$ cat config.mk
export PLATFORM = sky130hd
export DESIGN_NAME = pfsa_ctrl
export DESIGN_NICKNAME = d
export VERILOG_FILES = /design/src/pfsa_pkg.sv /design/src/pfsa_ctrl.sv
export SDC_FILE = /design/constraint.sdc
export NUM_CORES = 1
export LEC_CHECK = 0
export BUFFER_PORTS_ARGS = -buffer_cell sky130_fd_sc_hd__buf_2
export CORE_MARGIN = 1.5
export CORE_UTILIZATION = 55
export CTS_CLUSTER_DIAMETER = 40
export DETAILED_ROUTE_END_ITERATION = 7
export PLACE_DENSITY = 0.9
export SLEW_MARGIN = 10
export SYNTH_ARGS = -nofsm -noshare
export SYNTH_HDL_FRONTEND = slang
export SYNTH_SLANG_ARGS = --single-unit
$ cat constraint.sdc
create_clock -name clock -period 3.63 [get_ports clock]
set_clock_uncertainty 0.1 [all_clocks]
set_input_delay 0.1815 -clock clock [delete_from_list [all_inputs] [get_ports clock]]
set_output_delay 0.1815 -clock clock [all_outputs]
set_load 0.02 [all_outputs]
$ cat src/pfsa_pkg.sv
// Shared types, constants and helper functions for the polyphase subband analyzer.
// Used by pfsa_ctrl, pfsa_dp and the top level; depends on nothing else.
package pfsa_pkg;

   localparam int BANDS         = 32;
   localparam int FILTER_LENGTH = 256;
   localparam int TAPS          = FILTER_LENGTH / BANDS;
   localparam int LOG_BANDS     = $clog2(BANDS);
   localparam int ADDR_W        = $clog2(FILTER_LENGTH);
   localparam int FILL_W        = $clog2(FILTER_LENGTH + 1);
   localparam int K_W           = (TAPS > 1) ? $clog2(TAPS) : 1;
   localparam int B_W           = (LOG_BANDS > 1) ? LOG_BANDS - 1 : 1;
   localparam int S_W           = ($clog2(LOG_BANDS) > 0) ? $clog2(LOG_BANDS) : 1;
   localparam int ACC_W         = 35 + K_W;
   localparam int SQ_STEPS      = 32;
   localparam int SQ_CNT_W      = $clog2(SQ_STEPS);
   localparam int REM_W         = 36;

   localparam int FUNC_W        = 2;
   localparam int INDEX_W       = 8;
   localparam int COEF_W        = 18;
   localparam int SAMPLE_W      = 16;
   localparam int BAND_W        = 5;
   localparam int MAG_W         = 24;
   localparam int REQ_DATA_W    = 48;
   localparam int RSP_DATA_W    = 32;

   typedef enum logic [FUNC_W-1:0] {
      FUNC_COEF   = 2'd0,
      FUNC_SAMPLE = 2'd1,
      FUNC_CLEAR  = 2'd2
   } func_type;

   typedef enum logic [4:0] {
      ST_IDLE, ST_MAC, ST_MAC_DRAIN,
      ST_BF_READ, ST_BF_M0, ST_BF_M1, ST_BF_M2, ST_BF_M3, ST_BF_ACC, ST_BF_WU, ST_BF_WV,
      ST_MG_READ, ST_MG_SQR, ST_MG_SQI, ST_MG_SUM, ST_SQRT, ST_MG_OUT
   } state_type;

   typedef enum logic [2:0] {
      MUL_MAC, MUL_WR_XR, MUL_WI_XI, MUL_WR_XI, MUL_WI_XR, MUL_RE_RE, MUL_IM_IM
   } mul_sel_type;

   typedef enum logic [2:0] {
      TW_NONE, TW_TR_LOAD, TW_TR_SUB, TW_TI_LOAD, TW_TI_ADD
   } tw_op_type;

   typedef enum logic [1:0] {
      SQ_NONE, SQ_LOAD, SQ_ADD, SQ_STEP
   } sq_op_type;

   typedef struct packed {
      logic                  coef_we;
      logic                  hist_push;
      logic                  hist_clear;
      logic                  mac_issue;
      logic                  mac_last;
      logic [LOG_BANDS-1:0]  m;
      logic [K_W-1:0]        k;
      logic [S_W-1:0]        s;
      logic [B_W-1:0]        b;
      mul_sel_type           mul_sel;
      tw_op_type             tw_op;
      logic                  bf_read;
      logic                  mg_read;
      logic                  wr_u;
      logic                  wr_v;
      sq_op_type             sq_op;
      logic                  out_load;
   } cmd_type;

   typedef struct packed {
      logic mac_busy;
      logic rsp_busy;
   } status_type;

   localparam logic signed [16:0] QCOS [17] = '{
      17'sd32768, 17'sd32610, 17'sd32138, 17'sd31357, 17'sd30274, 17'sd28899,
      17'sd27246, 17'sd25330, 17'sd23170, 17'sd20788, 17'sd18205, 17'sd15447,
      17'sd12540, 17'sd9512, 17'sd6393, 17'sd3212, 17'sd0
   };

   function automatic logic signed [16:0] tw_cos(input logic [4:0] k);
      logic [4:0] mk;
      mk = 5'(6'd32 - {1'b0, k});
      if (k <= 5'd16) return QCOS[k];
      else return -QCOS[mk];
   endfunction

   function automatic logic signed [16:0] tw_sin(input logic [4:0] k);
      if (k <= 5'd16) return QCOS[5'd16 - k];
      else return QCOS[k - 5'd16];
   endfunction

   function automatic logic signed [31:0] sat32(input logic signed [63:0] v);
      if (v > 64'sd2147483647) return 32'sh7FFFFFFF;
      else if (v < -64'sd2147483648) return 32'sh80000000;
      else return v[31:0];
   endfunction

   function automatic logic [LOG_BANDS-1:0] bitrev(input logic [LOG_BANDS-1:0] v);
      logic [LOG_BANDS-1:0] r;
      for (int i = 0; i < LOG_BANDS; i++) r[i] = v[LOG_BANDS-1-i];
      return r;
   endfunction

endpackage

$ cat src/pfsa_ctrl.sv
// Sequencer for the subband analyzer: input decode, MAC, FFT and magnitude phases.
// Depends on pfsa_pkg; drives pfsa_dp through cmd_type and reads status_type.
module pfsa_ctrl
   import pfsa_pkg::*;
(
   input  logic                clock,
   input  logic                reset,
   input  logic                req_tvalid,
   input  logic [FUNC_W-1:0]   req_func,
   output logic                req_tready,
   input  status_type          status,
   output cmd_type             cmd
);

   state_type               state_ff, state_in;
   logic [LOG_BANDS-1:0]    pos_ff, pos_in;
   logic [LOG_BANDS-1:0]    m_ff, m_in;
   logic [K_W-1:0]          k_ff, k_in;
   logic [S_W-1:0]          s_ff, s_in;
   logic [B_W-1:0]          b_ff, b_in;
   logic [SQ_CNT_W-1:0]     cnt_ff, cnt_in;
   logic                    accept;
   logic                    block_done;
   logic                    m_end, k_end, b_end, s_end, cnt_end;

   assign accept     = req_tvalid && (state_ff == ST_IDLE);
   assign block_done = accept && (req_func == FUNC_SAMPLE) &&
                       (pos_ff == LOG_BANDS'(BANDS - 1));
   assign m_end      = (m_ff == LOG_BANDS'(BANDS - 1));
   assign k_end      = (k_ff == K_W'(TAPS - 1));
   assign b_end      = (b_ff == B_W'(BANDS / 2 - 1));
   assign s_end      = (s_ff == S_W'(LOG_BANDS - 1));
   assign cnt_end    = (cnt_ff == SQ_CNT_W'(SQ_STEPS - 1));

   always_comb begin
      state_in = state_ff;
      case (state_ff)
         ST_IDLE:      if (block_done) state_in = ST_MAC;
         ST_MAC:       if (m_end && k_end) state_in = ST_MAC_DRAIN;
         ST_MAC_DRAIN: if (!status.mac_busy) state_in = ST_BF_READ;
         ST_BF_READ:   state_in = ST_BF_M0;
         ST_BF_M0:     state_in = ST_BF_M1;
         ST_BF_M1:     state_in = ST_BF_M2;
         ST_BF_M2:     state_in = ST_BF_M3;
         ST_BF_M3:     state_in = ST_BF_ACC;
         ST_BF_ACC:    state_in = ST_BF_WU;
         ST_BF_WU:     state_in = ST_BF_WV;
         ST_BF_WV:     state_in = (b_end && s_end) ? ST_MG_READ : ST_BF_READ;
         ST_MG_READ:   state_in = ST_MG_SQR;
         ST_MG_SQR:    state_in = ST_MG_SQI;
         ST_MG_SQI:    state_in = ST_MG_SUM;
         ST_MG_SUM:    state_in = ST_SQRT;
         ST_SQRT:      if (cnt_end) state_in = ST_MG_OUT;
         ST_MG_OUT: begin
            if (!status.rsp_busy) state_in = m_end ? ST_IDLE : ST_MG_READ;
         end
         default:      state_in = ST_IDLE;
      endcase
   end

   always_comb begin
      cmd            = '0;
      cmd.m          = m_ff;
      cmd.k          = k_ff;
      cmd.s          = s_ff;
      cmd.b          = b_ff;
      cmd.mul_sel    = MUL_MAC;
      cmd.tw_op      = TW_NONE;
      cmd.sq_op      = SQ_NONE;
      req_tready     = 1'b0;
      case (state_ff)
         ST_IDLE: begin
            req_tready     = 1'b1;
            cmd.coef_we    = accept && (req_func == FUNC_COEF);
            cmd.hist_push  = accept && (req_func == FUNC_SAMPLE);
            cmd.hist_clear = accept && (req_func == FUNC_CLEAR);
         end
         ST_MAC: begin
            cmd.mac_issue = 1'b1;
            cmd.mac_last  = k_end;
         end
         ST_MAC_DRAIN: cmd.mul_sel = MUL_MAC;
         ST_BF_READ:   cmd.bf_read = 1'b1;
         ST_BF_M0:     cmd.mul_sel = MUL_WR_XR;
         ST_BF_M1: begin
            cmd.mul_sel = MUL_WI_XI;
            cmd.tw_op   = TW_TR_LOAD;
         end
         ST_BF_M2: begin
            cmd.mul_sel = MUL_WR_XI;
            cmd.tw_op   = TW_TR_SUB;
         end
         ST_BF_M3: begin
            cmd.mul_sel = MUL_WI_XR;
            cmd.tw_op   = TW_TI_LOAD;
         end
         ST_BF_ACC:    cmd.tw_op = TW_TI_ADD;
         ST_BF_WU:     cmd.wr_u = 1'b1;
         ST_BF_WV:     cmd.wr_v = 1'b1;
         ST_MG_READ:   cmd.mg_read = 1'b1;
         ST_MG_SQR:    cmd.mul_sel = MUL_RE_RE;
         ST_MG_SQI: begin
            cmd.mul_sel = MUL_IM_IM;
            cmd.sq_op   = SQ_LOAD;
         end
         ST_MG_SUM:    cmd.sq_op = SQ_ADD;
         ST_SQRT:      cmd.sq_op = SQ_STEP;
         ST_MG_OUT:    cmd.out_load = !status.rsp_busy;
         default:      cmd.mul_sel = MUL_MAC;
      endcase
   end

   always_comb begin
      pos_in = pos_ff;
      m_in   = m_ff;
      k_in   = k_ff;
      s_in   = s_ff;
      b_in   = b_ff;
      cnt_in = cnt_ff;
      case (state_ff)
         ST_IDLE: begin
            if (accept && (req_func == FUNC_CLEAR)) pos_in = '0;
            else if (accept && (req_func == FUNC_SAMPLE))
               pos_in = (pos_ff == LOG_BANDS'(BANDS - 1)) ? '0 : pos_ff + 1'b1;
            m_in = '0;
            k_in = '0;
         end
         ST_MAC: begin
            k_in = k_end ? '0 : k_ff + 1'b1;
            if (k_end) m_in = m_end ? '0 : m_ff + 1'b1;
            s_in = '0;
            b_in = '0;
         end
         ST_BF_WV: begin
            b_in = b_end ? '0 : b_ff + 1'b1;
            if (b_end) s_in = s_end ? '0 : s_ff + 1'b1;
            m_in = '0;
         end
         ST_MG_SUM: cnt_in = '0;
         ST_SQRT:   cnt_in = cnt_ff + 1'b1;
         ST_MG_OUT: begin
            if (!status.rsp_busy) m_in = m_end ? '0 : m_ff + 1'b1;
         end
         default: cnt_in = cnt_ff;
      endcase
   end

   always_ff @(posedge clock) begin
      if (reset) begin
         state_ff <= ST_IDLE;
         pos_ff   <= '0;
         m_ff     <= '0;
         k_ff     <= '0;
         s_ff     <= '0;
         b_ff     <= '0;
         cnt_ff   <= '0;
      end else begin
         state_ff <= state_in;
         pos_ff   <= pos_in;
         m_ff     <= m_in;
         k_ff     <= k_in;
         s_ff     <= s_in;
         b_ff     <= b_in;
         cnt_ff   <= cnt_in;
      end
   end

endmodule

==> results by group <==
Floorplan
  • Die Height: 61.3 um
  • Core area: 3150 um2
  • Ports: 41
  • Die W: 61.3 um
  • Initial Util: 59.3%
  • Row count: 20
  • Die Footprint: 3760 um2

Placement
  • DP HPWL: 2.92 mm
  • Port Buf Inserts: 40
  • RePlAce Congestion: 0.810
  • Setup Slack @ Placement: 1.42 ns
  • DP Area: 2070 um2

Logic synthesis
  • Top cells by area, synth: dfxtp_1, ha_1, nor2_1, a21oi_1, nand2_1
  • Top cells by count, synth: nor2_1, dfxtp_1, a21oi_1
  • Seq/Total Area, Yosys: 32.1%
  • Yosys warnings: 0
  • Synth Net Count: 263
  • Area share of the largest cell type after synthesis: 32.1%
  • Async SR Flop Fraction: 0%
  • Library cells used by synthesis: 50
  • Leading area contributor after synthesis: dfxtp_1
  • Cells after synthesis: 245
  • Mean Syn Cell Area: 7.63 um2
  • Top-count cell post-synth: nor2_1
  • Main synth FF type: dfxtp_1
  • Synthesized area: 1870 um2
  • Synthesized flop and latch total: 30
  • Post-synth EDFFs: 0

Drt
  • Vias per inst: 5.85
  • Routed WL: 4.15 mm
  • Detail Route Antenna Nets: 0
  • DRC: 0
  • Drt pass-1 iters: 4
  • Via count: 1896
  • Wirelength per Cell: 12.8 um
  • DR iter-0 viols: 130

Power
  • Combinational power share: 33.5%
  • Leak pwr: 0.913 nW
  • Clock Power Share: 21.6%
  • Seq pwr share: 44.9%
  • Peak VDD IR: 0.198 mV
  • Net switching power: 0.307 mW
  • Int Pwr: 0.530 mW
  • Switching Share: 36.7%
  • Cell Pwr Density: 396 nW/um2

Global route
  • Overflow after GRT: 0
  • Pin count of the biggest net entering global routing: 27
  • Vias in the first global route: 1561
  • Global-route wire length before repair: 6.65 mm
  • Initial antenna violation count: 0
  • Global-route usage over all layers: 23.6%

Setup path
  • Crit. End Element: output pin
  • Worst Path Buf+Inv: 2
  • WS Path Type: reg2out
  • Arrival @ worst endpoint: 2.20 ns
  • Critical Path Source Type: register
  • Worst R2R Setup Slack: 1.34 ns
  • Crit Reg-Reg Endpoint: s_ff[2]
  • Cells along the critical path: nand2b_1 -> or3_1 -> inv_2 -> buf_2
  • R2R depth: 6
  • Critical path's slowest cell: dfxtp_1
  • CP peak stage delay: 0.84 ns
  • Worst EP required: 3.35 ns
  • R2r startpoint: state_ff[1]
  • CP Max Fanout: 23
  • Top Family by Delay on Critical Path: flip-flops

Min path
  • Worst Hold Class: in2reg
  • Hold depth: 3
  • Hold endpoint: state_ff[1]
  • Hold Startpoint: status[1]

Finish
  • Sequential Area: 601 um2
  • Antenna diodes: 0
  • Share of cells above drive strength 1: 19.6%
  • Post-layout util: 67.1%
  • Area of the multi-input gates: 1170 um2
  • Fin nets: 298
  • Final-layout fill cell count: 296
  • Area grow syn2layout: 13.1%
  • Post-route design area: 2110 um2

Timing
  • RSZ-0062 raised after global routing: false
  • Worst Max-Slew Pin Slew: 0.781 ns
  • Final Cycle Share: 68.3%
  • Final setup violation count: 0
  • Fin. max-slew vios: 0
  • Fin crit period: 2.48 ns
  • Hold_ws: 0.0695 ns
  • Setup TNS: 0 ns
  • Final setup margin: 1.15 ns
  • FMAX: 0.403 GHz
  • Slew margin rel.: 47.9%
  • Final Hold Fails: 0

Clock tree
  • Hold_buf cts: 0
  • CTS clock-pin slew for the worst setup and hold paths: 0.09 ns
  • Clock root buffer: clkbuf_4
  • CTS H-tree lvls: 2
  • TritonCTS Buffers: 5
  • CTS Buffer Depth: 2
  • CTS tree: yes
  • Post-CTS setup buffer count: 0
  • Worst skew pair latency: 0.33 ns
  • Num Clock Sinks: 30
  • PostCTS Resize Cnt: 0

Status
  • Status: finished clean

Job
  • Max-cap violation count: 0
[layer usage]
layer,vias to the layer above,global-route usage [%],routed length (um)
met5,-,0,0
met4,0,9.94,73
met3,8,6.93,245
met2,62,38.1,1990
met1,869,29.2,1850
li1,957,-,-
[sequential cells by signal, indices dropped and copies added, names as in the netlist]
signal    cells
b_ff          4
cnt_ff        5
k_ff          3
m_ff          5
pos_ff        5
s_ff          3
state_ff      5
[placed cells by master, fill, tap and decap left out, types with 2 or more instances in the layout]
| cell | count |
|---|---|
| buf_2 | 40 |
| a21oi_1 | 22 |
| a211oi_1 | 2 |
| xnor2_1 | 2 |
| a311oi_1 | 2 |
| nand3_1 | 14 |
| a211oi_2 | 2 |
| nor3_1 | 10 |
| o21ai_0 | 11 |
| nand4b_1 | 2 |
| nand4_1 | 2 |
| ha_1 | 11 |
| clkbuf_1 | 2 |
| nor2_1 | 31 |
| inv_1 | 9 |
| nand2b_1 | 5 |
| o32ai_1 | 2 |
| dfxtp_1 | 30 |
| nor3b_1 | 2 |
| mux2i_1 | 2 |
| and3_1 | 8 |
| or3_1 | 4 |
| clkbuf_4 | 5 |
| a31oi_1 | 3 |
| nor2b_1 | 5 |
| nor4_1 | 2 |
| nand3b_1 | 4 |
| a22oi_1 | 5 |
| nand2_1 | 20 |
| o21ai_1 | 2 |
[logic make-up after synthesis]
family | count (synthesis) | synth area share, %
AOI/OAI and AO/OA | 60 | 20.3
adders and majority gates | 11 | 7.36
xor gates and xnor gates | 2 | 0.937
muxes | 3 | 1.67
buffers and inverters | 23 | 5.35
DFF | 30 | 32.1
and+or+nand+nor | 116 | 32.3
[cell type report]
class,instances,share of cell area [%]
well taps,44,2.60
flip-flops and latches,30,28.4
multi-input cells,192,55.3
repair buffers,41,9.82
clock buffers,7,2.13
inverters,10,1.78
[worst max-delay path by stage]
| stage | from | end | slack [ns] | cells after the start |
|---|---|---|---|---|
| final | state_ff[1] | cmd[3] | 1.15 | 4 |
| after global routing | state_ff[1] | cmd[3] | 1.02 | 4 |
| after CTS | state_ff[1] | cmd[3] | 1.16 | 4 |
| after detailed placement | m_ff[0] | state_ff[1] | 1.42 | 8 |
| after global placement | m_ff[0] | state_ff[1] | 1.42 | 8 |
| after floorplan | m_ff[0] | state_ff[1] | 1.46 | 8 |
[power groups by stage]
stage | clock, mW | combinational, mW | sequential (mW)
4_1_cts | 0.186 | 0.280 | 0.376
3_5_place_dp | 0 | 0.279 | 0.384
2_1_floorplan | 0 | 0.226 | 0.369
6_report | 0.181 | 0.280 | 0.376
3_3_place_gp | 0 | 0.273 | 0.383
5_1_grt | 0.210 | 0.311 | 0.381
[tightest hold or removal path, stage by stage]
cell and delay, ns:
buf_2 0.09, a31oi_1 0.07, a21oi_1 0.12
[stage by stage]
| step | power, mW | cells |
|---|---|---|
| global placement | 0.656 | 317 |
| CTS | 0.842 | 324 |
| finish | 0.837 | 324 |
| detailed placement | 0.663 | 317 |
| global route | 0.902 | 324 |
| floorplan | 0.595 | 245 |
Note: power is estimated with default switching activity, not from simulation.
